**config.mk**
```make
export PLATFORM = sky130hd
export DESIGN_NAME = ordered_list_engine
export DESIGN_NICKNAME = d
export VERILOG_FILES = /design/src/hdl/ole_pkg.sv /design/src/hdl/ole_ctrl.sv /design/src/hdl/ole_datapath.sv /design/src/hdl/ordered_list_engine.sv
export SDC_FILE = /design/constraint.sdc
export NUM_CORES = 2
export LEC_CHECK = 0
export CAP_MARGIN = 40
export CORE_ASPECT_RATIO = 0.75
export CORE_MARGIN = 4
export CORE_UTILIZATION = 40
export DETAILED_ROUTE_END_ITERATION = 10
export DONT_BUFFER_PORTS = 1
export PLACE_DENSITY = 0.63
export SLEW_MARGIN = 30
export SYNTH_ARGS = -nofsm -noshare
export SYNTH_HDL_FRONTEND = slang
export SYNTH_SLANG_ARGS = --single-unit
```
**constraint.sdc**
```tcl
create_clock -name clock -period 5.5 [get_ports clock]
set_input_delay 1.1 -clock clock [delete_from_list [all_inputs] [get_ports clock]]
set_output_delay 1.1 -clock clock [all_outputs]
set_load 0.02 [all_outputs]
```
**src/hdl/ole_pkg.sv**
```systemverilog
// Shared types and constants for the ordered list engine.
// No dependencies; used by ole_ctrl, ole_datapath and ordered_list_engine.
`default_nettype none

package ole_pkg;

   localparam int CAPACITY_DEF = 32;
   localparam int POS_W        = 6;
   localparam int COUNT_W      = 6;

   typedef enum logic [2:0] {
      OP_APPEND   = 3'd0,
      OP_PREPEND  = 3'd1,
      OP_INSERT   = 3'd2,
      OP_DELETE   = 3'd3,
      OP_COUNT    = 3'd4,
      OP_READ_ALL = 3'd5
   } ole_op_type;

   typedef enum logic [1:0] {
      STAT_DONE  = 2'd0,
      STAT_FULL  = 2'd1,
      STAT_MISS  = 2'd2,
      STAT_EMPTY = 2'd3
   } ole_status_type;

   // where a freshly allocated node gets linked in
   typedef enum logic [1:0] {
      ALLOC_APPEND = 2'd0,
      ALLOC_FRONT  = 2'd1,
      ALLOC_AFTER  = 2'd2
   } ole_alloc_type;

   typedef enum logic [3:0] {
      ST_IDLE,
      ST_DECODE,
      ST_INS_WALK,
      ST_ALLOC,
      ST_LINK,
      ST_DEL_WALK,
      ST_UNLINK,
      ST_DONE_RSP,
      ST_MISS_RSP,
      ST_READ
   } ole_state_type;

   typedef struct packed {
      logic [2:0]         op;
      logic signed [31:0] value;
      logic [POS_W-1:0]   position;
   } ole_req_type;

   typedef struct packed {
      ole_status_type     status;
      logic signed [31:0] value_res;
      logic [COUNT_W-1:0] count;
      logic               last;
   } ole_rsp_type;

   // controller -> datapath
   typedef struct packed {
      logic           capture;
      logic           walk_init;
      logic           walk_adv;
      logic           alloc;
      ole_alloc_type  alloc_mode;
      logic           link_fix;
      logic           unlink;
      logic           emit;
      ole_status_type emit_status;
      logic           emit_elem;
      logic           emit_last;
   } ole_cmd_type;

   // datapath -> controller
   typedef struct packed {
      logic [2:0] op;
      logic       full;
      logic       empty;
      logic       pos_ok;
      logic       pos_first;
      logic       pos_hit;
      logic       match;
      logic       at_tail;
      logic       out_free;
   } ole_flags_type;

endpackage

`default_nettype wire

```
**src/hdl/ole_ctrl.sv**
```systemverilog
// Sequencer for the ordered list engine: one operation at a time.
// Depends on ole_pkg; drives ole_datapath through ole_cmd_type.
`default_nettype none

module ole_ctrl (
   input  wire logic                  clock,
   input  wire logic                  reset,
   input  wire logic                  req_valid,
   output logic                       req_ready,
   output ole_pkg::ole_cmd_type       cmd,
   input  wire ole_pkg::ole_flags_type flags
);
   import ole_pkg::*;

   ole_state_type  state_ff, state_in;
   logic           dec_reply;
   ole_status_type dec_status;
   ole_state_type  dec_work;

   // what the decode cycle does with the captured operation
   always_comb begin
      dec_reply  = 1'b1;
      dec_status = STAT_DONE;
      dec_work   = ST_ALLOC;
      case (flags.op)
         OP_APPEND, OP_PREPEND: begin
            if (flags.full) dec_status = STAT_FULL;
            else dec_reply = 1'b0;
         end
         OP_INSERT: begin
            if (flags.full) begin
               dec_status = STAT_FULL;
            end else if (!flags.pos_ok) begin
               dec_status = STAT_MISS;
            end else begin
               dec_reply = 1'b0;
               dec_work  = flags.pos_first ? ST_ALLOC : ST_INS_WALK;
            end
         end
         OP_DELETE: begin
            if (flags.empty) begin
               dec_status = STAT_MISS;
            end else begin
               dec_reply = 1'b0;
               dec_work  = ST_DEL_WALK;
            end
         end
         OP_COUNT: dec_status = STAT_DONE;
         OP_READ_ALL: begin
            if (flags.empty) begin
               dec_status = STAT_EMPTY;
            end else begin
               dec_reply = 1'b0;
               dec_work  = ST_READ;
            end
         end
         default: dec_status = STAT_MISS;
      endcase
   end

   always_comb begin
      state_in = state_ff;
      unique case (state_ff)
         ST_IDLE:     if (req_valid) state_in = ST_DECODE;
         ST_DECODE: begin
            if (!dec_reply) state_in = dec_work;
            else if (flags.out_free) state_in = ST_IDLE;
         end
         ST_INS_WALK: if (flags.pos_hit) state_in = ST_ALLOC;
         ST_ALLOC: begin
            if (flags.op == OP_INSERT && !flags.pos_first) state_in = ST_LINK;
            else state_in = ST_DONE_RSP;
         end
         ST_LINK:     state_in = ST_DONE_RSP;
         ST_DEL_WALK: begin
            if (flags.match) state_in = ST_UNLINK;
            else if (flags.at_tail) state_in = ST_MISS_RSP;
         end
         ST_UNLINK:   state_in = ST_DONE_RSP;
         ST_DONE_RSP, ST_MISS_RSP: if (flags.out_free) state_in = ST_IDLE;
         ST_READ:     if (flags.out_free && flags.at_tail) state_in = ST_IDLE;
         default:     state_in = ST_IDLE;
      endcase
   end

   always_comb begin
      req_ready       = 1'b0;
      cmd             = '0;
      cmd.alloc_mode  = ALLOC_AFTER;
      cmd.emit_status = STAT_DONE;
      cmd.emit_last   = 1'b1;
      unique case (state_ff)
         ST_IDLE: begin
            req_ready   = 1'b1;
            cmd.capture = req_valid;
         end
         ST_DECODE: begin
            cmd.walk_init   = 1'b1;
            cmd.emit        = dec_reply && flags.out_free;
            cmd.emit_status = dec_status;
         end
         ST_INS_WALK: cmd.walk_adv = !flags.pos_hit;
         ST_ALLOC: begin
            cmd.alloc = 1'b1;
            if (flags.op == OP_APPEND) cmd.alloc_mode = ALLOC_APPEND;
            else if (flags.op == OP_PREPEND || flags.pos_first) cmd.alloc_mode = ALLOC_FRONT;
            else cmd.alloc_mode = ALLOC_AFTER;
         end
         ST_LINK:     cmd.link_fix = 1'b1;
         ST_DEL_WALK: cmd.walk_adv = !flags.match && !flags.at_tail;
         ST_UNLINK:   cmd.unlink = 1'b1;
         ST_DONE_RSP: cmd.emit = flags.out_free;
         ST_MISS_RSP: begin
            cmd.emit        = flags.out_free;
            cmd.emit_status = STAT_MISS;
         end
         ST_READ: begin
            cmd.emit      = flags.out_free;
            cmd.emit_elem = 1'b1;
            cmd.emit_last = flags.at_tail;
            cmd.walk_adv  = flags.out_free && !flags.at_tail;
         end
         default: cmd = '0;
      endcase
   end

   always_ff @(posedge clock) begin
      if (reset) state_ff <= ST_IDLE;
      else state_ff <= state_in;
   end

endmodule

`default_nettype wire

```
**src/hdl/ole_datapath.sv**
```systemverilog
// Datapath of the ordered list engine: node and link memories, free-slot
// stack, list pointers, walk registers and the result register. Uses ole_pkg.
`default_nettype none

module ole_datapath #(
   parameter int CAPACITY = ole_pkg::CAPACITY_DEF
) (
   input  wire logic                  clock,
   input  wire logic                  reset,
   input  wire ole_pkg::ole_req_type  req_payload,
   input  wire ole_pkg::ole_cmd_type  cmd,
   output ole_pkg::ole_flags_type     flags,
   input  wire logic                  rsp_ready,
   output logic                       rsp_valid,
   output ole_pkg::ole_rsp_type       rsp_payload
);
   import ole_pkg::*;

   localparam int IW   = $clog2(CAPACITY);
   localparam int CW   = $clog2(CAPACITY + 1);
   localparam int CMPW = (CW > POS_W) ? CW : POS_W;

   ole_req_type req_ff;

   logic [IW-1:0] first_ff, first_in, end_ff, end_in;
   logic [IW-1:0] cur_ff, cur_in, prev_ff, prev_in, step_ff, step_in;
   logic [IW-1:0] slot_ff, slot_in;
   logic [CW-1:0] count_ff, count_in, fresh_ff, fresh_in, ftop_ff, ftop_in;

   logic signed [31:0] element_mem_ff [CAPACITY];
   logic [IW-1:0]      link_mem_ff    [CAPACITY];
   logic [IW-1:0]      free_mem_ff    [CAPACITY];
   logic signed [31:0] elem_rd_ff;
   logic [IW-1:0]      link_rd_ff, free_rd_ff;

   logic          rsp_valid_ff, rsp_valid_in;
   ole_rsp_type   rsp_ff;

   logic [CW-1:0]   ftop_m1;
   logic [IW-1:0]   alloc_slot;
   logic [CMPW-1:0] count_x, pos_x, step1_x, step2_x;

   logic          link_we;
   logic [IW-1:0] link_wa, link_wd;

   assign ftop_m1    = ftop_ff - CW'(1);
   assign alloc_slot = (ftop_ff != '0) ? free_rd_ff : fresh_ff[IW-1:0];

   assign count_x = CMPW'(count_ff);
   assign pos_x   = CMPW'(req_ff.position);
   assign step1_x = CMPW'(step_ff) + CMPW'(1);
   assign step2_x = CMPW'(step_ff) + CMPW'(2);

   always_comb begin
      flags.op        = req_ff.op;
      flags.full      = (count_ff == CW'(CAPACITY));
      flags.empty     = (count_ff == '0);
      flags.pos_ok    = (pos_x != '0) && (pos_x <= count_x);
      flags.pos_first = (pos_x == CMPW'(1));
      flags.pos_hit   = (step2_x == pos_x);
      flags.match     = (elem_rd_ff == req_ff.value);
      flags.at_tail   = (step1_x == count_x);
      flags.out_free  = !rsp_valid_ff || rsp_ready;
   end

   always_comb begin
      first_in = first_ff;
      end_in   = end_ff;
      cur_in   = cur_ff;
      prev_in  = prev_ff;
      step_in  = step_ff;
      slot_in  = slot_ff;
      count_in = count_ff;
      fresh_in = fresh_ff;
      ftop_in  = ftop_ff;
      link_we  = 1'b0;
      link_wa  = alloc_slot;
      link_wd  = link_rd_ff;

      if (cmd.walk_init) begin
         cur_in  = first_ff;
         prev_in = first_ff;
         step_in = '0;
      end
      if (cmd.walk_adv) begin
         prev_in = cur_ff;
         cur_in  = link_rd_ff;
         step_in = step_ff + IW'(1);
      end

      if (cmd.alloc) begin
         slot_in  = alloc_slot;
         count_in = count_ff + CW'(1);
         if (ftop_ff != '0) ftop_in = ftop_m1;
         else fresh_in = fresh_ff + CW'(1);
         case (cmd.alloc_mode)
            ALLOC_APPEND: begin
               if (count_ff == '0) first_in = alloc_slot;
               else begin
                  link_we = 1'b1;
                  link_wa = end_ff;
                  link_wd = alloc_slot;
               end
               end_in = alloc_slot;
            end
            ALLOC_FRONT: begin
               if (count_ff == '0) end_in = alloc_slot;
               first_in = alloc_slot;
               link_we  = 1'b1;
               link_wd  = first_ff;
            end
            default: begin
               // new node takes the successor of the node at cur
               link_we = 1'b1;
            end
         endcase
      end

      if (cmd.link_fix) begin
         link_we = 1'b1;
         link_wa = cur_ff;
         link_wd = slot_ff;
      end

      if (cmd.unlink) begin
         count_in = count_ff - CW'(1);
         ftop_in  = ftop_ff + CW'(1);
         if (step_ff == '0) first_in = link_rd_ff;
         else begin
            link_we = 1'b1;
            link_wa = prev_ff;
         end
         if (step1_x == count_x) end_in = prev_ff;
      end
   end

   // node and link memories: reads track cur_in so the read data matches cur_ff
   always_ff @(posedge clock) begin
      if (cmd.alloc) element_mem_ff[alloc_slot] <= req_ff.value;
      elem_rd_ff <= element_mem_ff[cur_in];
   end

   always_ff @(posedge clock) begin
      if (link_we) link_mem_ff[link_wa] <= link_wd;
      link_rd_ff <= link_mem_ff[cur_in];
   end

   always_ff @(posedge clock) begin
      if (cmd.unlink) free_mem_ff[ftop_ff[IW-1:0]] <= cur_ff;
      free_rd_ff <= free_mem_ff[ftop_m1[IW-1:0]];
   end

   always_comb begin
      rsp_valid_in = rsp_valid_ff;
      if (cmd.emit) rsp_valid_in = 1'b1;
      else if (rsp_ready) rsp_valid_in = 1'b0;
   end

   always_ff @(posedge clock) begin
      if (reset) begin
         first_ff     <= '0;
         end_ff       <= '0;
         count_ff     <= '0;
         fresh_ff     <= '0;
         ftop_ff      <= '0;
         rsp_valid_ff <= 1'b0;
      end else begin
         first_ff     <= first_in;
         end_ff       <= end_in;
         count_ff     <= count_in;
         fresh_ff     <= fresh_in;
         ftop_ff      <= ftop_in;
         rsp_valid_ff <= rsp_valid_in;
      end
   end

   always_ff @(posedge clock) begin
      cur_ff  <= cur_in;
      prev_ff <= prev_in;
      step_ff <= step_in;
      slot_ff <= slot_in;
      if (cmd.capture) req_ff <= req_payload;
      if (cmd.emit) begin
         rsp_ff.status    <= cmd.emit_status;
         rsp_ff.value_res <= cmd.emit_elem ? elem_rd_ff : 32'sd0;
         rsp_ff.count     <= count_x[COUNT_W-1:0];
         rsp_ff.last      <= cmd.emit_last;
      end
   end

   assign rsp_valid   = rsp_valid_ff;
   assign rsp_payload = rsp_ff;

endmodule

`default_nettype wire

```
**src/hdl/ordered_list_engine.sv**
```systemverilog
// Ordered list engine: bounded linked list of signed 32-bit values.
// Top level; instantiates ole_ctrl and ole_datapath, uses ole_pkg.
//
// Usage:
//   req_ channel carries one operation (append, prepend, insert at a 1-based
//   position, delete by value, count, read all). rsp_ channel returns one
//   transaction per operation, or one per stored entry for read all, with
//   last set on the final one. Both channels are valid/ready.
//   Operations run one at a time. Count and error replies come straight from
//   decode; append, prepend and insert at 1 allocate and link without a walk;
//   insert at a later position and delete first walk the list, and read all
//   returns one entry per cycle while the receiver is ready.
//   Walks go through the link memory, one node per cycle through its
//   registered read port. Next operation is accepted the cycle after the
//   last result is registered.
//   Reset empties the list at once; no clearing pass is needed.
//   A stalled receiver holds the result register; a read-out walk stops
//   with it and other operations wait at their reply.
`default_nettype none

module ordered_list_engine #(
   parameter int CAPACITY = ole_pkg::CAPACITY_DEF
) (
   input  wire logic                 clock,
   input  wire logic                 reset,
   input  wire logic                 req_valid,
   output logic                      req_ready,
   input  wire ole_pkg::ole_req_type req_payload,
   output logic                      rsp_valid,
   input  wire logic                 rsp_ready,
   output ole_pkg::ole_rsp_type      rsp_payload
);
   import ole_pkg::*;

   ole_cmd_type   cmd;
   ole_flags_type flags;

   ole_ctrl u_ctrl (
      .clock     (clock),
      .reset     (reset),
      .req_valid (req_valid),
      .req_ready (req_ready),
      .cmd       (cmd),
      .flags     (flags)
   );

   ole_datapath #(
      .CAPACITY (CAPACITY)
   ) u_datapath (
      .clock       (clock),
      .reset       (reset),
      .req_payload (req_payload),
      .cmd         (cmd),
      .flags       (flags),
      .rsp_ready   (rsp_ready),
      .rsp_valid   (rsp_valid),
      .rsp_payload (rsp_payload)
   );

   // anything but a normal reply is a single, last transaction
   a_err_single: assert property (@(posedge clock) disable iff (reset)
      (rsp_valid && rsp_payload.status != STAT_DONE) |-> rsp_payload.last)
      else $error("error status without last");

   a_empty_count: assert property (@(posedge clock) disable iff (reset)
      (rsp_valid && rsp_payload.status == STAT_EMPTY) |-> (rsp_payload.count == '0))
      else $error("empty status with nonzero count");

   // no new operation while a read-out is still producing entries
   a_no_accept_midread: assert property (@(posedge clock) disable iff (reset)
      (rsp_valid && !rsp_payload.last) |-> !req_ready)
      else $error("request accepted during read-out");

   a_value_zero: assert property (@(posedge clock) disable iff (reset)
      (rsp_valid && rsp_payload.status != STAT_DONE) |-> (rsp_payload.value_res == 32'sd0))
      else $error("nonzero value on error reply");

endmodule

`default_nettype wire

```
==> flow_results.org <==
** GRT
- In the global route stage, met2 resource usage came out at 0.304.
- The number of antenna violations at the first check in global routing is 2.
- The layer flagged by global routing as most heavily used is met2.
- Number of global-route vias before repair :: about 33000
- Across every metal layer, demand over resource in global routing totals 0.200.
- GR Layer Usage met1 :: 0.291
- Global routing met3 resource utilization :: 0.0365
- For this run the aggregate overflow at the end of global routing stands at 0.
- Largest net degree at the start of global routing :: 63
- The first global-routing pass estimated 232000 um of wire.

** Timing
- Unrepaired setup endpoints after global routing :: false
- At the pin with the least slew margin, the transition time is around 0.89 ns.
- Layout Skew :: about 0.026 ns
- Final hold analysis gives a worst-case slack of just over 0.4 ns.
- Final sum of negative setup slack :: 0 ns
- Number of max-slew violations in the final report :: 0
- Measured against its own limit, the worst slew margin works out to 0.406.
- Final Hold Violating Endpoints :: 0
- In the finished design, the share of the clock period the worst path needs comes to 0.838.
- For this run, the top clock speed supported by timing is 217 MHz.
- After layout, the minimum clock period comes to between 4 and 5 ns.
- Count of endpoints failing setup in the final report :: 0

** Routing
- The pre-antenna-repair detailed-routing pass consisted of 6 iterations.
- Vias after detailed routing :: roughly 34000
- The detailed router finished its first iteration with 4158 violations.
- In the final routed layout, each cell accounts on average for 26.6 um.
- The detail route stage leaves a number of antenna-violating nets equal to 0.
- WL final :: about 160000 um
- DR DRC count :: 0
- Via density per instance :: 5.71

** Job
- Across the run, the number of max-cap violations was 0.

** Place
- Routability-driven placement finished with a final weighted congestion of 0.810.
- Placed wire-length estimate after detailed placement :: around 90000 um
- Standard cell area after detailed placement :: 63900 um2
- Input and output buffers added on the ports amount to 0.
- Including well taps, the total number of placed cells is 5733.

** Clocking
- Clock-pin slew was measured on the worst setup and hold paths at 0.06 ns.
- Clock tree from TritonCTS :: built
- CTS saw about 1500 sinks.
- Latest clock arrival within the worst-skew pair :: a little under 0.8 ns
- The H-tree generated during clock tree synthesis spans 4 levels.
- Post-CTS Hold Fix Bufs :: 0
- Clock tree synthesis inserted a total of 154 buffers.
- Post-CTS repair changed the size of 0 cells.
- Buffers added to address setup during post-CTS repair amount to 0.
- Clk Tree Root Cell :: sky130_fd_sc_hd__clkbuf_16
- Maximum clock insertion buffer count :: 3

** Floorplanning
- The initial utilization of the core area, before any placement, comes to 0.405.
- Die Wd :: around 460 um
- Core region area :: approximately 150000 um2
- Core Rows :: 122
- The floorplan step set the die height to around 340 um.
- The die covers 156000 um2.
- For this design the top-level I/O count stands at around 90.

** Critical path
- Data arrival time of the critical path :: roughly 5.3 ns
- Setup CP Type :: flop to flop
- STA classifies the critical path endpoint as a flop.
- In this run the worst path has a maximum fanout of 35.
- Largest stage delay on the critical path :: 0.60 ns
- Together, buffers and inverters on the worst path number 4.
- Top cell family by delay on the critical path :: simple AND/OR/NAND/NOR gates
- The cell that appears most often on the critical path is sky130_fd_sc_hd__buf_4.
- For the worst setup path, the data required time is about 6.2 ns.
- Crit path max-delay cell type :: sky130_fd_sc_hd__nor4_1
- Crit path launch type :: flop
- CP Cell Sequence :: xnor2_1 > nand4_1 > nor4_1 > buf_4 > a211oi_1 > a221oi_2 > nand3_4 > buf_12 > inv_8 > buf_4 > nand2_1 > a32oi_1 > a21boi_1 > nor4_2

** Final layout
- Final Instance Count excl. Fillers :: between 6000 and 7000
- Share of cells above drive strength 1 :: 0.141
- The final layout contains 3974 nets.
- Post-synthesis to final-layout area growth :: 14.7%
- The finished cells cover between 60000 and 70000 um2.

** Synthesis
- Number of library cell types mapped by synthesis :: 71
- Register bit total from synthesis :: 1520
- In the synthesized netlist the dominant register cell turns out to be sky130_fd_sc_hd__edfxtp_1.
- By instance count, the leading cell after synthesis is sky130_fd_sc_hd__edfxtp_1.
- Number of warning messages in the yosys log :: 0
- Syn avg cell area :: ~16 um2
- In this run, synthesis inferred around 1400 flip-flops with an integrated enable.
- Counting every net in the synthesized netlist gives between 3000 and 4000.
- Share of Yosys cell area claimed by the top area cell type :: 0.720
- For this run, the register share of the synthesized area comes to 0.747.
- Synthesis produced a netlist whose cell count is about 3800.
- In this run the cell area of the synthesized design comes to between 60000 and 70000 um2.
- By area the synthesized netlist is led by sky130_fd_sc_hd__edfxtp_1 72%, sky130_fd_sc_hd__mux2i_1 5.4%, sky130_fd_sc_hd__a32oi_1 4.3%, sky130_fd_sc_hd__nand2_1 4.1%, sky130_fd_sc_hd__dfxtp_1 2.6%.
- Ys async rst share :: 0
- Most frequent cells after synthesis :: 1441 x sky130_fd_sc_hd__edfxtp_1, 663 x sky130_fd_sc_hd__nand2_1, 323 x sky130_fd_sc_hd__mux2i_1
- sky130_fd_sc_hd__edfxtp_1 takes more of the synthesized area than any other cell.

** Power
- The completed layout was analyzed and its total power is ~32 mW.
- Dividing total power by cell area gives a power density of roughly 460 nW/um2.
- IR Drop Worst-Case VDD :: approximately 0.00042 V
- Total leakage power :: 23.5 nW

** Status
- The run finished with clean final reports.

** Min path
- Worst hold path class :: input port to flop
[per-stage QoR]
stage | util | setup WS [ns]
final | 0.464 | 0.892
after global routing | 0.464 | 0.688
after CTS | 0.464 | 0.796
after detailed placement | 0.431 | 0.905
after global placement | 0.429 | 0.860
after floorplan | - | 1.28
[cells in the final DEF, fill, tap and decap left out, drive strengths merged, types with 6 or more instances in the layout]
cell type and count:
bufinv 11, o211ai 14, clkbuf 207, nor3 13
mux2i 323, a21boi 75, nand4 14, buf 186
clkinv 52, nand2b 12, nor2b 9, mux4 50
mux2 16, xnor2 46, nand2 663, and2 32
nand3 25, a21oi 103, o21ai 27, nor4 43
edfxtp 1441, o21a 8, a32oi 296, dfxtp 79
inv 29, ha 18, nor2 158, o22ai 6
xor2 12
[logic make-up after synthesis]
family                     count (synthesis)  share of synthesized area
AOI/OAI and AO/OA                        558                     0.0707
adders and majority gates                 19                    0.00408
xor gates and xnor gates                  59                    0.00883
buffers and inverters                    243                     0.0202
DFF                                     1520                      0.747
and+or+nand+nor                          999                     0.0738
muxes                                    389                     0.0756
[where the power goes]
group / total (mW) / leakage [nW] / internal (mW) / switching, mW
Clock: 10.2 / 2.40 / 5.93 / 4.29
Combinational: 7.52 / 7.44 / 2.65 / 4.86
Sequential: 14.0 / 13.7 / 13.5 / 0.525
Total: 31.7 / 23.5 / 22.1 / 9.68
[worst paths after layout]
path,start,endpoint,slack [ns],cells after the start
setup / recovery,u_datapath.req_ff[18],u_datapath.elem_rd_ff[16],0.89,14
hold / removal,reset,u_datapath.count_ff[0],0.41,1
setup reg to reg,u_datapath.req_ff[18],u_datapath.elem_rd_ff[16],0.89,14
hold reg to reg,u_datapath.fresh_ff[4],u_datapath.fresh_ff[4],0.52,2
[worst reg2reg max path: cells and delay by family (launching register included)]
kind                      cells  cell delay, ns
AOI/OAI and AO/OA             4            0.86
DFF                           1            0.59
buffers and inverters         4            1.14
xor gates and xnor gates      1            0.54
and+or+nand+nor               5            1.39
[registers in the layout (all words and copies together) (netlist names)]
register	cells
u_datapath.element_mem_ff	1024
u_datapath.free_mem_ff	160
u_datapath.link_mem_ff	160
u_datapath.rsp_payload	41
u_datapath.elem_rd_ff	32
u_datapath.req_ff	32
u_datapath.count_ff	6
u_datapath.ftop_ff	6
u_datapath.pos_x	6
u_datapath.cur_ff	5
u_datapath.end_ff	5
u_datapath.first_ff	5
u_datapath.free_rd_ff	5
u_datapath.fresh_ff	5
u_datapath.link_rd_ff	5
u_datapath.prev_ff	5
u_datapath.slot_ff	5
u_datapath.step_ff	5
u_ctrl.state_ff	4
u_datapath.flags	3
u_datapath.rsp_valid	1
[layout make-up]
| cell class | count | area, um2 |
|---|---|---|
| fillers | 12500 | 79500 |
| clock buffers | 207 | 4250 |
| repair buffers | 186 | 2150 |
| diodes | 4 | 10.0 |
| flip-flops and latches | 1520 | 44900 |
| well taps | 1984 | 2480 |
| inverters | 24 | 97.6 |
| multi-input cells | 2024 | 14400 |
| clock inverters | 73 | 662 |
[per-layer routing]
layer,part of all wire,wire length [um]
met1,0.44,69800
met2,0.45,71300
met3,0.086,13800
met4,0.033,5250
met5,0,0
(Power assumes the default switching activity.)
